[config.mk]
export PLATFORM = sky130hd
export DESIGN_NAME = multi_order_compare_exchange
export DESIGN_NICKNAME = d
export VERILOG_FILES = /design/src/design/mocx_pkg.sv /design/src/design/mocx_cmp.sv /design/src/design/multi_order_compare_exchange.sv
export SDC_FILE = /design/constraint.sdc
export NUM_CORES = 1
export LEC_CHECK = 0
export BUFFER_PORTS_ARGS = -buffer_cell sky130_fd_sc_hd__buf_2
export CAP_MARGIN = 20
export CORE_ASPECT_RATIO = 0.8
export CORE_MARGIN = 4
export CORE_UTILIZATION = 35
export DETAILED_ROUTE_END_ITERATION = 8
export PLACE_DENSITY = 0.6
export SETUP_SLACK_MARGIN = 0.5
export SLEW_MARGIN = 20
export SYNTH_ARGS = -nofsm -noshare
export SYNTH_HDL_FRONTEND = slang
export SYNTH_SLANG_ARGS = --single-unit
[constraint.sdc]
create_clock -name clk -period 16.8 [get_ports clk]
set_clock_uncertainty 0.2 [all_clocks]
set_input_delay 3.36 -clock clk [delete_from_list [all_inputs] [get_ports clk]]
set_output_delay 3.36 -clock clk [all_outputs]
set_load 0.005 [all_outputs]
[src/design/mocx_pkg.sv]
// Shared types, codes and helper functions for the multi-order compare-exchange cell.
// No dependencies; every design file imports this package.
package mocx_pkg;

    // Ordering select codes
    localparam logic [2:0] MODE_JOIN_PREC  = 3'd0;
    localparam logic [2:0] MODE_PAIRWISE   = 3'd1;
    localparam logic [2:0] MODE_END_FIRST  = 3'd2;
    localparam logic [2:0] MODE_JOIN_INDEX = 3'd3;
    localparam logic [2:0] MODE_INDEX      = 3'd4;
    localparam logic [2:0] MODE_ALIGN      = 3'd5;

    // Entry kind codes
    localparam logic [1:0] KIND_SOURCE = 2'd0;
    localparam logic [1:0] KIND_START  = 2'd1;
    localparam logic [1:0] KIND_END    = 2'd2;
    localparam logic [1:0] KIND_OTHER  = 2'd3;

    // Precedence ranks among equal join attributes
    localparam logic [1:0] PREC_OTHER  = 2'd0;
    localparam logic [1:0] PREC_TIGHT  = 2'd1;
    localparam logic [1:0] PREC_SOURCE = 2'd2;
    localparam logic [1:0] PREC_LOOSE  = 2'd3;

    typedef struct packed {
        logic signed [31:0] first_join_attr;
        logic        [1:0]  first_kind;
        logic               first_is_eq;
        logic signed [31:0] first_index;
        logic signed [31:0] first_align_key;
        logic signed [31:0] second_join_attr;
        logic        [1:0]  second_kind;
        logic               second_is_eq;
        logic signed [31:0] second_index;
        logic signed [31:0] second_align_key;
    } in_item_t;

    typedef struct packed {
        logic               did_swap;
        logic signed [31:0] low_join_attr;
        logic        [1:0]  low_kind;
        logic               low_is_eq;
        logic signed [31:0] low_index;
        logic signed [31:0] low_align_key;
        logic signed [31:0] high_join_attr;
        logic        [1:0]  high_kind;
        logic               high_is_eq;
        logic signed [31:0] high_index;
        logic signed [31:0] high_align_key;
    } out_item_t;

    // Precedence of a (kind, equality) pair
    function automatic logic [1:0] kind_prec(input logic [1:0] kind, input logic is_eq);
        logic [1:0] p;
        begin
            case (kind)
                KIND_SOURCE: p = PREC_SOURCE;
                KIND_START:  p = is_eq ? PREC_TIGHT : PREC_LOOSE;
                KIND_END:    p = is_eq ? PREC_LOOSE : PREC_TIGHT;
                default:     p = PREC_OTHER;
            endcase
            return p;
        end
    endfunction

    // Kinds that are join targets (start or end)
    function automatic logic is_target(input logic [1:0] kind);
        return (kind == KIND_START) || (kind == KIND_END);
    endfunction

endpackage

[src/design/mocx_cmp.sv]
// Combinational compare-exchange: decides the order of two entries under the
// selected mode and places them low/high. Depends on mocx_pkg.
module mocx_cmp (
    input  mocx_pkg::in_item_t  item,
    input  logic [2:0]          mode,
    output mocx_pkg::out_item_t result
);
    import mocx_pkg::*;

    logic       join_gt, join_eq;
    logic       index_gt, index_eq;
    logic       align_gt;
    logic [1:0] prec_a, prec_b;
    logic       tgt_a, tgt_b;
    logic       start_a, start_b, end_a, end_b;
    logic       swap;

    // Per-key signed compares
    assign join_gt  = item.first_join_attr > item.second_join_attr;
    assign join_eq  = item.first_join_attr == item.second_join_attr;
    assign index_gt = item.first_index > item.second_index;
    assign index_eq = item.first_index == item.second_index;
    assign align_gt = item.first_align_key > item.second_align_key;

    assign prec_a  = kind_prec(item.first_kind, item.first_is_eq);
    assign prec_b  = kind_prec(item.second_kind, item.second_is_eq);
    assign tgt_a   = is_target(item.first_kind);
    assign tgt_b   = is_target(item.second_kind);
    assign start_a = item.first_kind == KIND_START;
    assign start_b = item.second_kind == KIND_START;
    assign end_a   = item.first_kind == KIND_END;
    assign end_b   = item.second_kind == KIND_END;

    // Swap when first orders strictly after second
    always_comb
    begin
        case (mode)
            MODE_JOIN_PREC:  swap = join_gt || (join_eq && (prec_a > prec_b));
            MODE_PAIRWISE:   swap = (tgt_b && !tgt_a)
                                  || ((tgt_a == tgt_b)
                                      && (index_gt || (index_eq && start_b && !start_a)));
            MODE_END_FIRST:  swap = (end_b && !end_a) || ((end_a == end_b) && index_gt);
            MODE_JOIN_INDEX: swap = join_gt || (join_eq && index_gt);
            MODE_INDEX:      swap = index_gt;
            MODE_ALIGN:      swap = align_gt;
            default:         swap = 1'b0;
        endcase
    end

    // Place entries
    always_comb
    begin
        result.did_swap       = swap;
        result.low_join_attr  = swap ? item.second_join_attr : item.first_join_attr;
        result.low_kind       = swap ? item.second_kind      : item.first_kind;
        result.low_is_eq      = swap ? item.second_is_eq     : item.first_is_eq;
        result.low_index      = swap ? item.second_index     : item.first_index;
        result.low_align_key  = swap ? item.second_align_key : item.first_align_key;
        result.high_join_attr = swap ? item.first_join_attr  : item.second_join_attr;
        result.high_kind      = swap ? item.first_kind       : item.second_kind;
        result.high_is_eq     = swap ? item.first_is_eq      : item.second_is_eq;
        result.high_index     = swap ? item.first_index      : item.second_index;
        result.high_align_key = swap ? item.first_align_key  : item.second_align_key;
    end

endmodule

[src/design/multi_order_compare_exchange.sv]
// Top level of the multi-order compare-exchange cell: input register, compare
// stage, result register and mode register. Depends on mocx_pkg and mocx_cmp.
//
// Usage:
//   in_valid/in_ready/in_data carry one item: the key fields of two entries.
//   out_valid/out_ready/out_data return the two entries in order plus did_swap,
//   which tells the caller to exchange the rest of the entry bytes.
//   cfg_we/cfg_data write order_mode (0..5; 6 and 7 pass items through unswapped).
//   Write the mode only while no item is in flight.
// Path: an accepted item enters the input register, then the result register, with
//   the compare logic between them; out_valid rises when the result register loads.
// Throughput: one item per cycle while out_ready is high; both registers advance
//   together when the receiver takes the result, so a full pipeline still accepts every cycle.
// Stall: while out_ready is low the result register holds; the input register
//   fills once more, then in_ready drops until the receiver takes the result.
// Reset: rst_n (async, active low) empties both stages and sets order_mode to 0.
module multi_order_compare_exchange (
    input  logic                clk,
    input  logic                rst_n,
    input  logic                cfg_we,
    input  logic [2:0]          cfg_data,
    input  logic                in_valid,
    output logic                in_ready,
    input  mocx_pkg::in_item_t  in_data,
    output logic                out_valid,
    input  logic                out_ready,
    output mocx_pkg::out_item_t out_data
);
    import mocx_pkg::*;

    logic [2:0] mode_reg;
    logic       s1_valid_reg, s1_valid_next;
    in_item_t   s1_data_reg;
    logic       s2_valid_reg, s2_valid_next;
    out_item_t  s2_data_reg;
    out_item_t  cmp_result;
    logic       s1_load, s2_load;

    // Mode register
    always_ff @(posedge clk or negedge rst_n)
    begin
        if (!rst_n)
            mode_reg <= MODE_JOIN_PREC;
        else if (cfg_we)
            mode_reg <= cfg_data;
    end

    // Pipeline advance
    assign s2_load  = s1_valid_reg && (!s2_valid_reg || out_ready);
    assign in_ready = !s1_valid_reg || s2_load;
    assign s1_load  = in_valid && in_ready;

    assign s1_valid_next = s1_load || (s1_valid_reg && !s2_load);
    assign s2_valid_next = s2_load || (s2_valid_reg && !out_ready);

    always_ff @(posedge clk or negedge rst_n)
    begin
        if (!rst_n)
        begin
            s1_valid_reg <= 1'b0;
            s2_valid_reg <= 1'b0;
        end
        else
        begin
            s1_valid_reg <= s1_valid_next;
            s2_valid_reg <= s2_valid_next;
        end
    end

    // Payload registers
    always_ff @(posedge clk)
    begin
        if (s1_load)
            s1_data_reg <= in_data;
        if (s2_load)
            s2_data_reg <= cmp_result;
    end

    // Compare-exchange between the two registers
    mocx_cmp u_cmp (
        .item   (s1_data_reg),
        .mode   (mode_reg),
        .result (cmp_result)
    );

    assign out_valid = s2_valid_reg;
    assign out_data  = s2_data_reg;

    // An accepted item always occupies the input stage next cycle
    a_s1_fill: assert property (@(posedge clk) disable iff (!rst_n)
        s1_load |=> s1_valid_reg)
        else $error("accepted item lost from input stage");

    // Unused modes never swap
    a_unused_mode: assert property (@(posedge clk) disable iff (!rst_n)
        (s2_load && (mode_reg > MODE_ALIGN)) |=> !s2_data_reg.did_swap)
        else $error("swap under unused mode");

    // A swap needs entries that differ in some key
    a_swap_differs: assert property (@(posedge clk) disable iff (!rst_n)
        (out_valid && out_data.did_swap) |->
            (out_data.low_join_attr != out_data.high_join_attr)
            || (out_data.low_kind != out_data.high_kind)
            || (out_data.low_is_eq != out_data.high_is_eq)
            || (out_data.low_index != out_data.high_index)
            || (out_data.low_align_key != out_data.high_align_key))
        else $error("swap of equal entries");

    // Result register loads only from a full input stage
    a_s2_source: assert property (@(posedge clk) disable iff (!rst_n)
        (!s2_valid_reg && !s1_valid_reg) |=> !s2_valid_reg)
        else $error("result stage filled from empty input stage");

endmodule

### After elaboration in Yosys (flattened, before gate mapping)

Cells that the tools add are included.

| operators by class | value |
|---|---|
| magnitude comparators | 4 |
| shift-type cells | 0 |
| equality and inequality tests | 13 |
| bitwise gates (word level) | 0 |
| multipliers | 0 |
| muxes and demuxes | 17 |
| add/sub/neg operators | 0 |
| reductions and logical operators | 33 |
| divide/modulo/power cells | 0 |

Operators by type and width:

| operator | count |
|---|---|
| $mux W32 | 6 |
| $gt A32 B32 Y1 | 3 |
| $eq A32 B32 Y1 | 2 |
| $logic_and A1 B1 Y1 | 12 |
| $mux W2 | 6 |
| $pmux W2 S3 | 2 |
| $logic_or A1 B1 Y1 | 11 |
| $logic_not A1 Y1 | 7 |
| $eq A3 B2 Y1 const B | 2 |
| $eq A3 B3 Y1 const B | 2 |
| $pmux W1 S6 | 1 |
| $eq A2 B1 Y1 const B | 2 |
| $eq A2 B2 Y1 const B | 2 |
| $logic_not A2 Y1 | 2 |
| $eq A3 B1 Y1 const B | 1 |
| $logic_not A3 Y1 | 1 |
| $eq A1 B1 Y1 | 2 |
| $gt A2 B2 Y1 | 1 |
| $mux W1 | 2 |

| storage, ports and cells | value |
|---|---|
| bits in registers | 402 |
| latch bits | 0 |
| memory bits (writable) | 0 |
| memories | 0 |
| bits in read-only memories | 0 |
| word-level logic and storage cells | 91 |
| output and inout bits | 201 |

### Depth between registers and ports, before layout

| depth | value |
|---|---|
| word-level depth | 8 |
| mapped depth | 15 |

### Cells and area by module

From an unflattened synthesis, not the netlist that was laid out.

| unflattened totals | value |
|---|---|
| cell total of the unflattened synthesis | 1,017 |
| area, all modules | 17,792.1 sq um |

Modules (own cells, without submodules):

| module | instances | cells each | area each (sq um) |
|---|---|---|---|
| multi_order_compare_exchange | 1 | 411 | 12,131.6 |
| mocx_cmp | 1 | 606 | 5,660.4 |

### Least setup slack after synthesis

Ideal clock, no wire load.

| timing path | value |
|---|---|
| kind | input to register |
| start | in out_ready |
| end | reg s1_data_reg[0] in the netlist's numbering (enable) |
| setup time | 584 ps |
| slack | 7,958 ps |
| arrival time | 8,058 ps |
| stages on the path | 2 |
| cell sequence | nand3b_1 -> and2_1 |

| between the ends | value |
|---|---|
| longest elaborated chain between the ends | 4 |

RTL lines:

| what | RTL line | RTL |
|---|---|---|
| start, declared | multi_order_compare_exchange.sv:26 | `input logic out_ready,` |
| $logic_or A1 B1 Y1 | multi_order_compare_exchange.sv:49 | `assign s2_load = s1_valid_reg && (!s2_valid_reg \|\| out_ready);` |
| $logic_and A1 B1 Y1 | multi_order_compare_exchange.sv:49 |  |
| $logic_or A1 B1 Y1 | multi_order_compare_exchange.sv:50 | `assign in_ready = !s1_valid_reg \|\| s2_load;` |
| $logic_and A1 B1 Y1 | multi_order_compare_exchange.sv:51 | `assign s1_load = in_valid && in_ready;` |
| net s1_load | multi_order_compare_exchange.sv:37 | `logic s1_load, s2_load;` |
| end signal, assigned | multi_order_compare_exchange.sv:74 | `s1_data_reg <= in_data;` |
| end, declared | multi_order_compare_exchange.sv:33 | `in_item_t s1_data_reg;` |

The timed path passes the listed nets, and every way through them passes these cells.
A chain may end at the register's enable or synchronous reset.

### Worst setup path after layout

| timing path | value |
|---|---|
| start | in out_ready |
| end | out in_ready |

| between the ends | value |
|---|---|
| longest elaborated chain between the ends | 3 |

RTL lines:

| what | RTL line | RTL |
|---|---|---|
| $logic_or A1 B1 Y1 | multi_order_compare_exchange.sv:49 |  |
| $logic_and A1 B1 Y1 | multi_order_compare_exchange.sv:49 |  |
| $logic_or A1 B1 Y1 | multi_order_compare_exchange.sv:50 |  |
| end, declared | multi_order_compare_exchange.sv:23 | `output logic in_ready,` |

No other way between the ends.

==> flow_summary.toml <==
[outcome]
status = "finished, final reports clean"

[cells_and_area]
register_area_mm2 = 0.01205
multi_input_comb_area_mm2 = 0.004682
final_area_mm2 = 0.02135
largest_register_ff_count = 199
area_growth_syn_to_layout_pct = 23.24
final_layout_size_suffix_gt1_share_pct = 38.31
final_nets = 1783
n_fill_cell = 4370
finalNonFillerCells = 2141

[global_routing]
global_route_wire_length_before_repair_mm = 63.18
antenna_found_initial = 9
global_route_total_overflow = 0
pin_count_of_the_biggest_net_entering_global_routing = 73
via_count_of_the_first_global_routing_pass = 10610
grt_use_total_pct = 15.61

[yosys]
synthTopCellsByArea = "sky130_fd_sc_hd__edfxtp_1 69%, sky130_fd_sc_hd__ha_1 7.5%, sky130_fd_sc_hd__mux2_2 6.4%"
synth.distinct_cells = 46
yosys.area.top_type_share_pct = 68.83
syn_inst = 1036
ys_async_sr_fraction_pct = 1.244
synth_edf_count = 397
ys_seq_elements = 402
synth.yosys.warnings = 0
synth_fp_nets = 1346
syn-mean-instance-area_um2 = 16.72
yosys.cell_count.top_type = "sky130_fd_sc_hd__edfxtp_1"
ys_top_cells_by_count = "397 x sky130_fd_sc_hd__edfxtp_1, 111 x sky130_fd_sc_hd__inv_1, 104 x sky130_fd_sc_hd__ha_1, 99 x sky130_fd_sc_hd__mux2_2, 98 x sky130_fd_sc_hd__mux2_1"
netlist_area_mm2 = 0.01732
seq_area_frac_synth_pct = 69.55
synth_top_cell_by_area = "sky130_fd_sc_hd__edfxtp_1"
ys_dominant_reg_cell = "sky130_fd_sc_hd__edfxtp_1"

[critical_path]
crit_type = "input port to output pin"
r2r_start = "s1_data_reg[162]"
r2r_setup_slack_ps = 11720
worstPathRequired_ps = 13240
cp_num_buf_inv = 2
reg2reg_to = "out_data[110]"
path_common_cell = "sky130_fd_sc_hd__buf_2"
crit_arrival_ps = 3820
critical_path.endpoint_type = "output pin"
crit_path_cell_trace = "buf_2 > nand3b_1 > buf_2"
timing.critical_path.fanout_max = 3
worst_path_max_delay_cell = "sky130_fd_sc_hd__nand3b_1"
timing.critical_path.from_type = "input port"
reg2reg_depth = 11
slowest_delay_ps = 200
worst_path_dominant_cell_family = "buffers and inverters"

[clocking]
cts.sinks = 402
path_clk_slew_ps = 60
tritoncts = "done"
clock_latency_ps = 550
post_cts.repair.setup_buffers = 0
cts.hold.buffers_added = 0
cts-resized-gates = 0
ctsHtreeMaxLevel = 2
cts_inserted_buffers = 43
clk_buf_depth = 3
clk_root_buffer_cell = "sky130_fd_sc_hd__clkbuf_16"

[timing]
maxSlewHeadroom_pct = 33.07
fin_ws_ps = 9421
fin_tns_setup_ps = 0
max_freq_ghz = 0.1355
timing.final.hold_violations = 0
timing_max_transition_violations_final = 0
min_period_over_period_pct = 43.92
rsz0062_at_grt = "false"
period_minus_slack_ps = 7379
tightestPinTransition_ps = 1004
final-setup-viol-count = 0

[die]
die_w_um = 256.7
start_util_pct = 35.60
pin_count = 407
floorplan.core_area_mm2 = 0.04865
area_of_the_die_mm2 = 0.05313
die_height_um = 207.0
core.rowCount = 72

[route]
antenna_left = 0
drt-wirelength-per-cell_um = 20.11
length_of_the_first_detailed_routing_pass_in_iterations = 4
routed_wirelength_mm = 43.07
vias = 10190
drtIter0Drc = 525
drt_drc_violations_left = 0
vias_per_cell = 4.758

[place]
post_dp_cell_area_mm2 = 0.02003
post-dp-hpwl_mm = 30.62
gpl.final_weighted_congestion = 0.7893
dp_slack_ps = 9423
place_inst = 2057
numPortBuffers = 406

[pwr]
finalPower_mw = 2.578
leakage_nw = 8.687
pwr_density_cell_mw_per_mm2 = 120.8
vdd_ir_drop_max_mv = 0.08741

[run]
max_capacitance_violation_count = 0

[worst_hold_path]
holdCritStartpoint = "s1_valid_reg"
hp-class = "flop to flop"
min_delay_path_depth = 1
whs_endpoint = "out_valid"
-- cell usage in the layout, fill, tap and decap left out, types with 3 or more instances in the layout --
| master | synthesis | final |
|---|---|---|
| sky130_fd_sc_hd__nand2b_1 | 3 | 3 |
| sky130_fd_sc_hd__a21oi_1 | 43 | 43 |
| sky130_fd_sc_hd__buf_4 | 1 | 8 |
| sky130_fd_sc_hd__a22oi_1 | 4 | 4 |
| sky130_fd_sc_hd__nand3_1 | 12 | 12 |
| sky130_fd_sc_hd__nand4_1 | 21 | 21 |
| sky130_fd_sc_hd__nor3_1 | 9 | 9 |
| sky130_fd_sc_hd__clkbuf_1 | 1 | 9 |
| sky130_fd_sc_hd__buf_2 | 8 | 406 |
| sky130_fd_sc_hd__mux2_2 | 99 | 99 |
| sky130_fd_sc_hd__nor3b_1 | 4 | 4 |
| sky130_fd_sc_hd__dfrtp_1 | 5 | 5 |
| sky130_fd_sc_hd__mux2i_1 | 5 | 5 |
| sky130_fd_sc_hd__diode_2 | 0 | 6 |
| sky130_fd_sc_hd__a311oi_1 | 3 | 3 |
| sky130_fd_sc_hd__clkinv_1 | 0 | 9 |
| sky130_fd_sc_hd__clkbuf_16 | 0 | 43 |
| sky130_fd_sc_hd__nor2_1 | 15 | 15 |
| sky130_fd_sc_hd__inv_1 | 111 | 111 |
| sky130_fd_sc_hd__clkinv_2 | 0 | 12 |
| sky130_fd_sc_hd__ha_1 | 104 | 104 |
| sky130_fd_sc_hd__nand2_1 | 24 | 24 |
| sky130_fd_sc_hd__o211ai_1 | 5 | 5 |
| sky130_fd_sc_hd__o21ai_0 | 17 | 17 |
| sky130_fd_sc_hd__edfxtp_1 | 397 | 397 |
| sky130_fd_sc_hd__mux2_1 | 98 | 98 |
| sky130_fd_sc_hd__nor2b_1 | 3 | 3 |
-- area by class of cell --
cell class | count | share of cell area, %
Clock buffer | 54 | 5.328
Multi-Input combinational cell | 500 | 21.93
Inverter | 112 | 1.981
Antenna cell | 6 | 0.07034
Timing Repair Buffer | 414 | 9.801
Sequential cell | 402 | 56.44
Tap cell | 629 | 3.687
Clock inverter | 24 | 0.7620
-- where the power goes --
part	internal [mW]	total (mW)	switching, mW
registers	1.24	1.28	0.0433
logic	0.185	0.402	0.217
clock network	0.509	0.892	0.382
total	1.93	2.58	0.643
-- metal layers --
layer | up-vias | part of all wire (%) | track usage [%]
li1 | 4844 | - | -
met1 | 4966 | 44 | 20.59
met2 | 294 | 47 | 25.18
met3 | 74 | 7.0 | 4.525
met4 | 8 | 2.7 | 4.927
met5 | - | 0.12 | 0
-- worst max-delay path by stage --
stage               depth (start not counted)  slack [ps]             end      start
global placement                            3        9440        in_ready  out_ready
CTS                                         3        9420        in_ready  out_ready
finish                                      3        9420        in_ready  out_ready
global route                                3        9370        in_ready  out_ready
floorplan                                   2        7960  s1_data_reg[0]  out_ready
detailed placement                          3        9420        in_ready  out_ready
-- logic make-up after synthesis --
group / share of synthesized area, %
DFF: 69.55
muxes: 13.10
buffers and inverters: 3.518
adders and majority gates: 7.513
and+or+nand+nor: 2.991
AOI/OAI and AO/OA: 3.280
xor gates and xnor gates: 0.05058
-- per-stage QoR --
| step | hold slack [ps] | utilization, % |
|---|---|---|
| 6_report | 297.6 | 43.88 |
| 5_1_grt | 323.4 | 43.85 |
| 3_5_place_dp | 289.2 | 41.18 |
| 3_3_place_gp | 284.0 | 41.18 |
| 4_1_cts | 301.3 | 43.85 |
| 2_1_floorplan | 248.7 | - |
(Power assumes the default switching activity.)
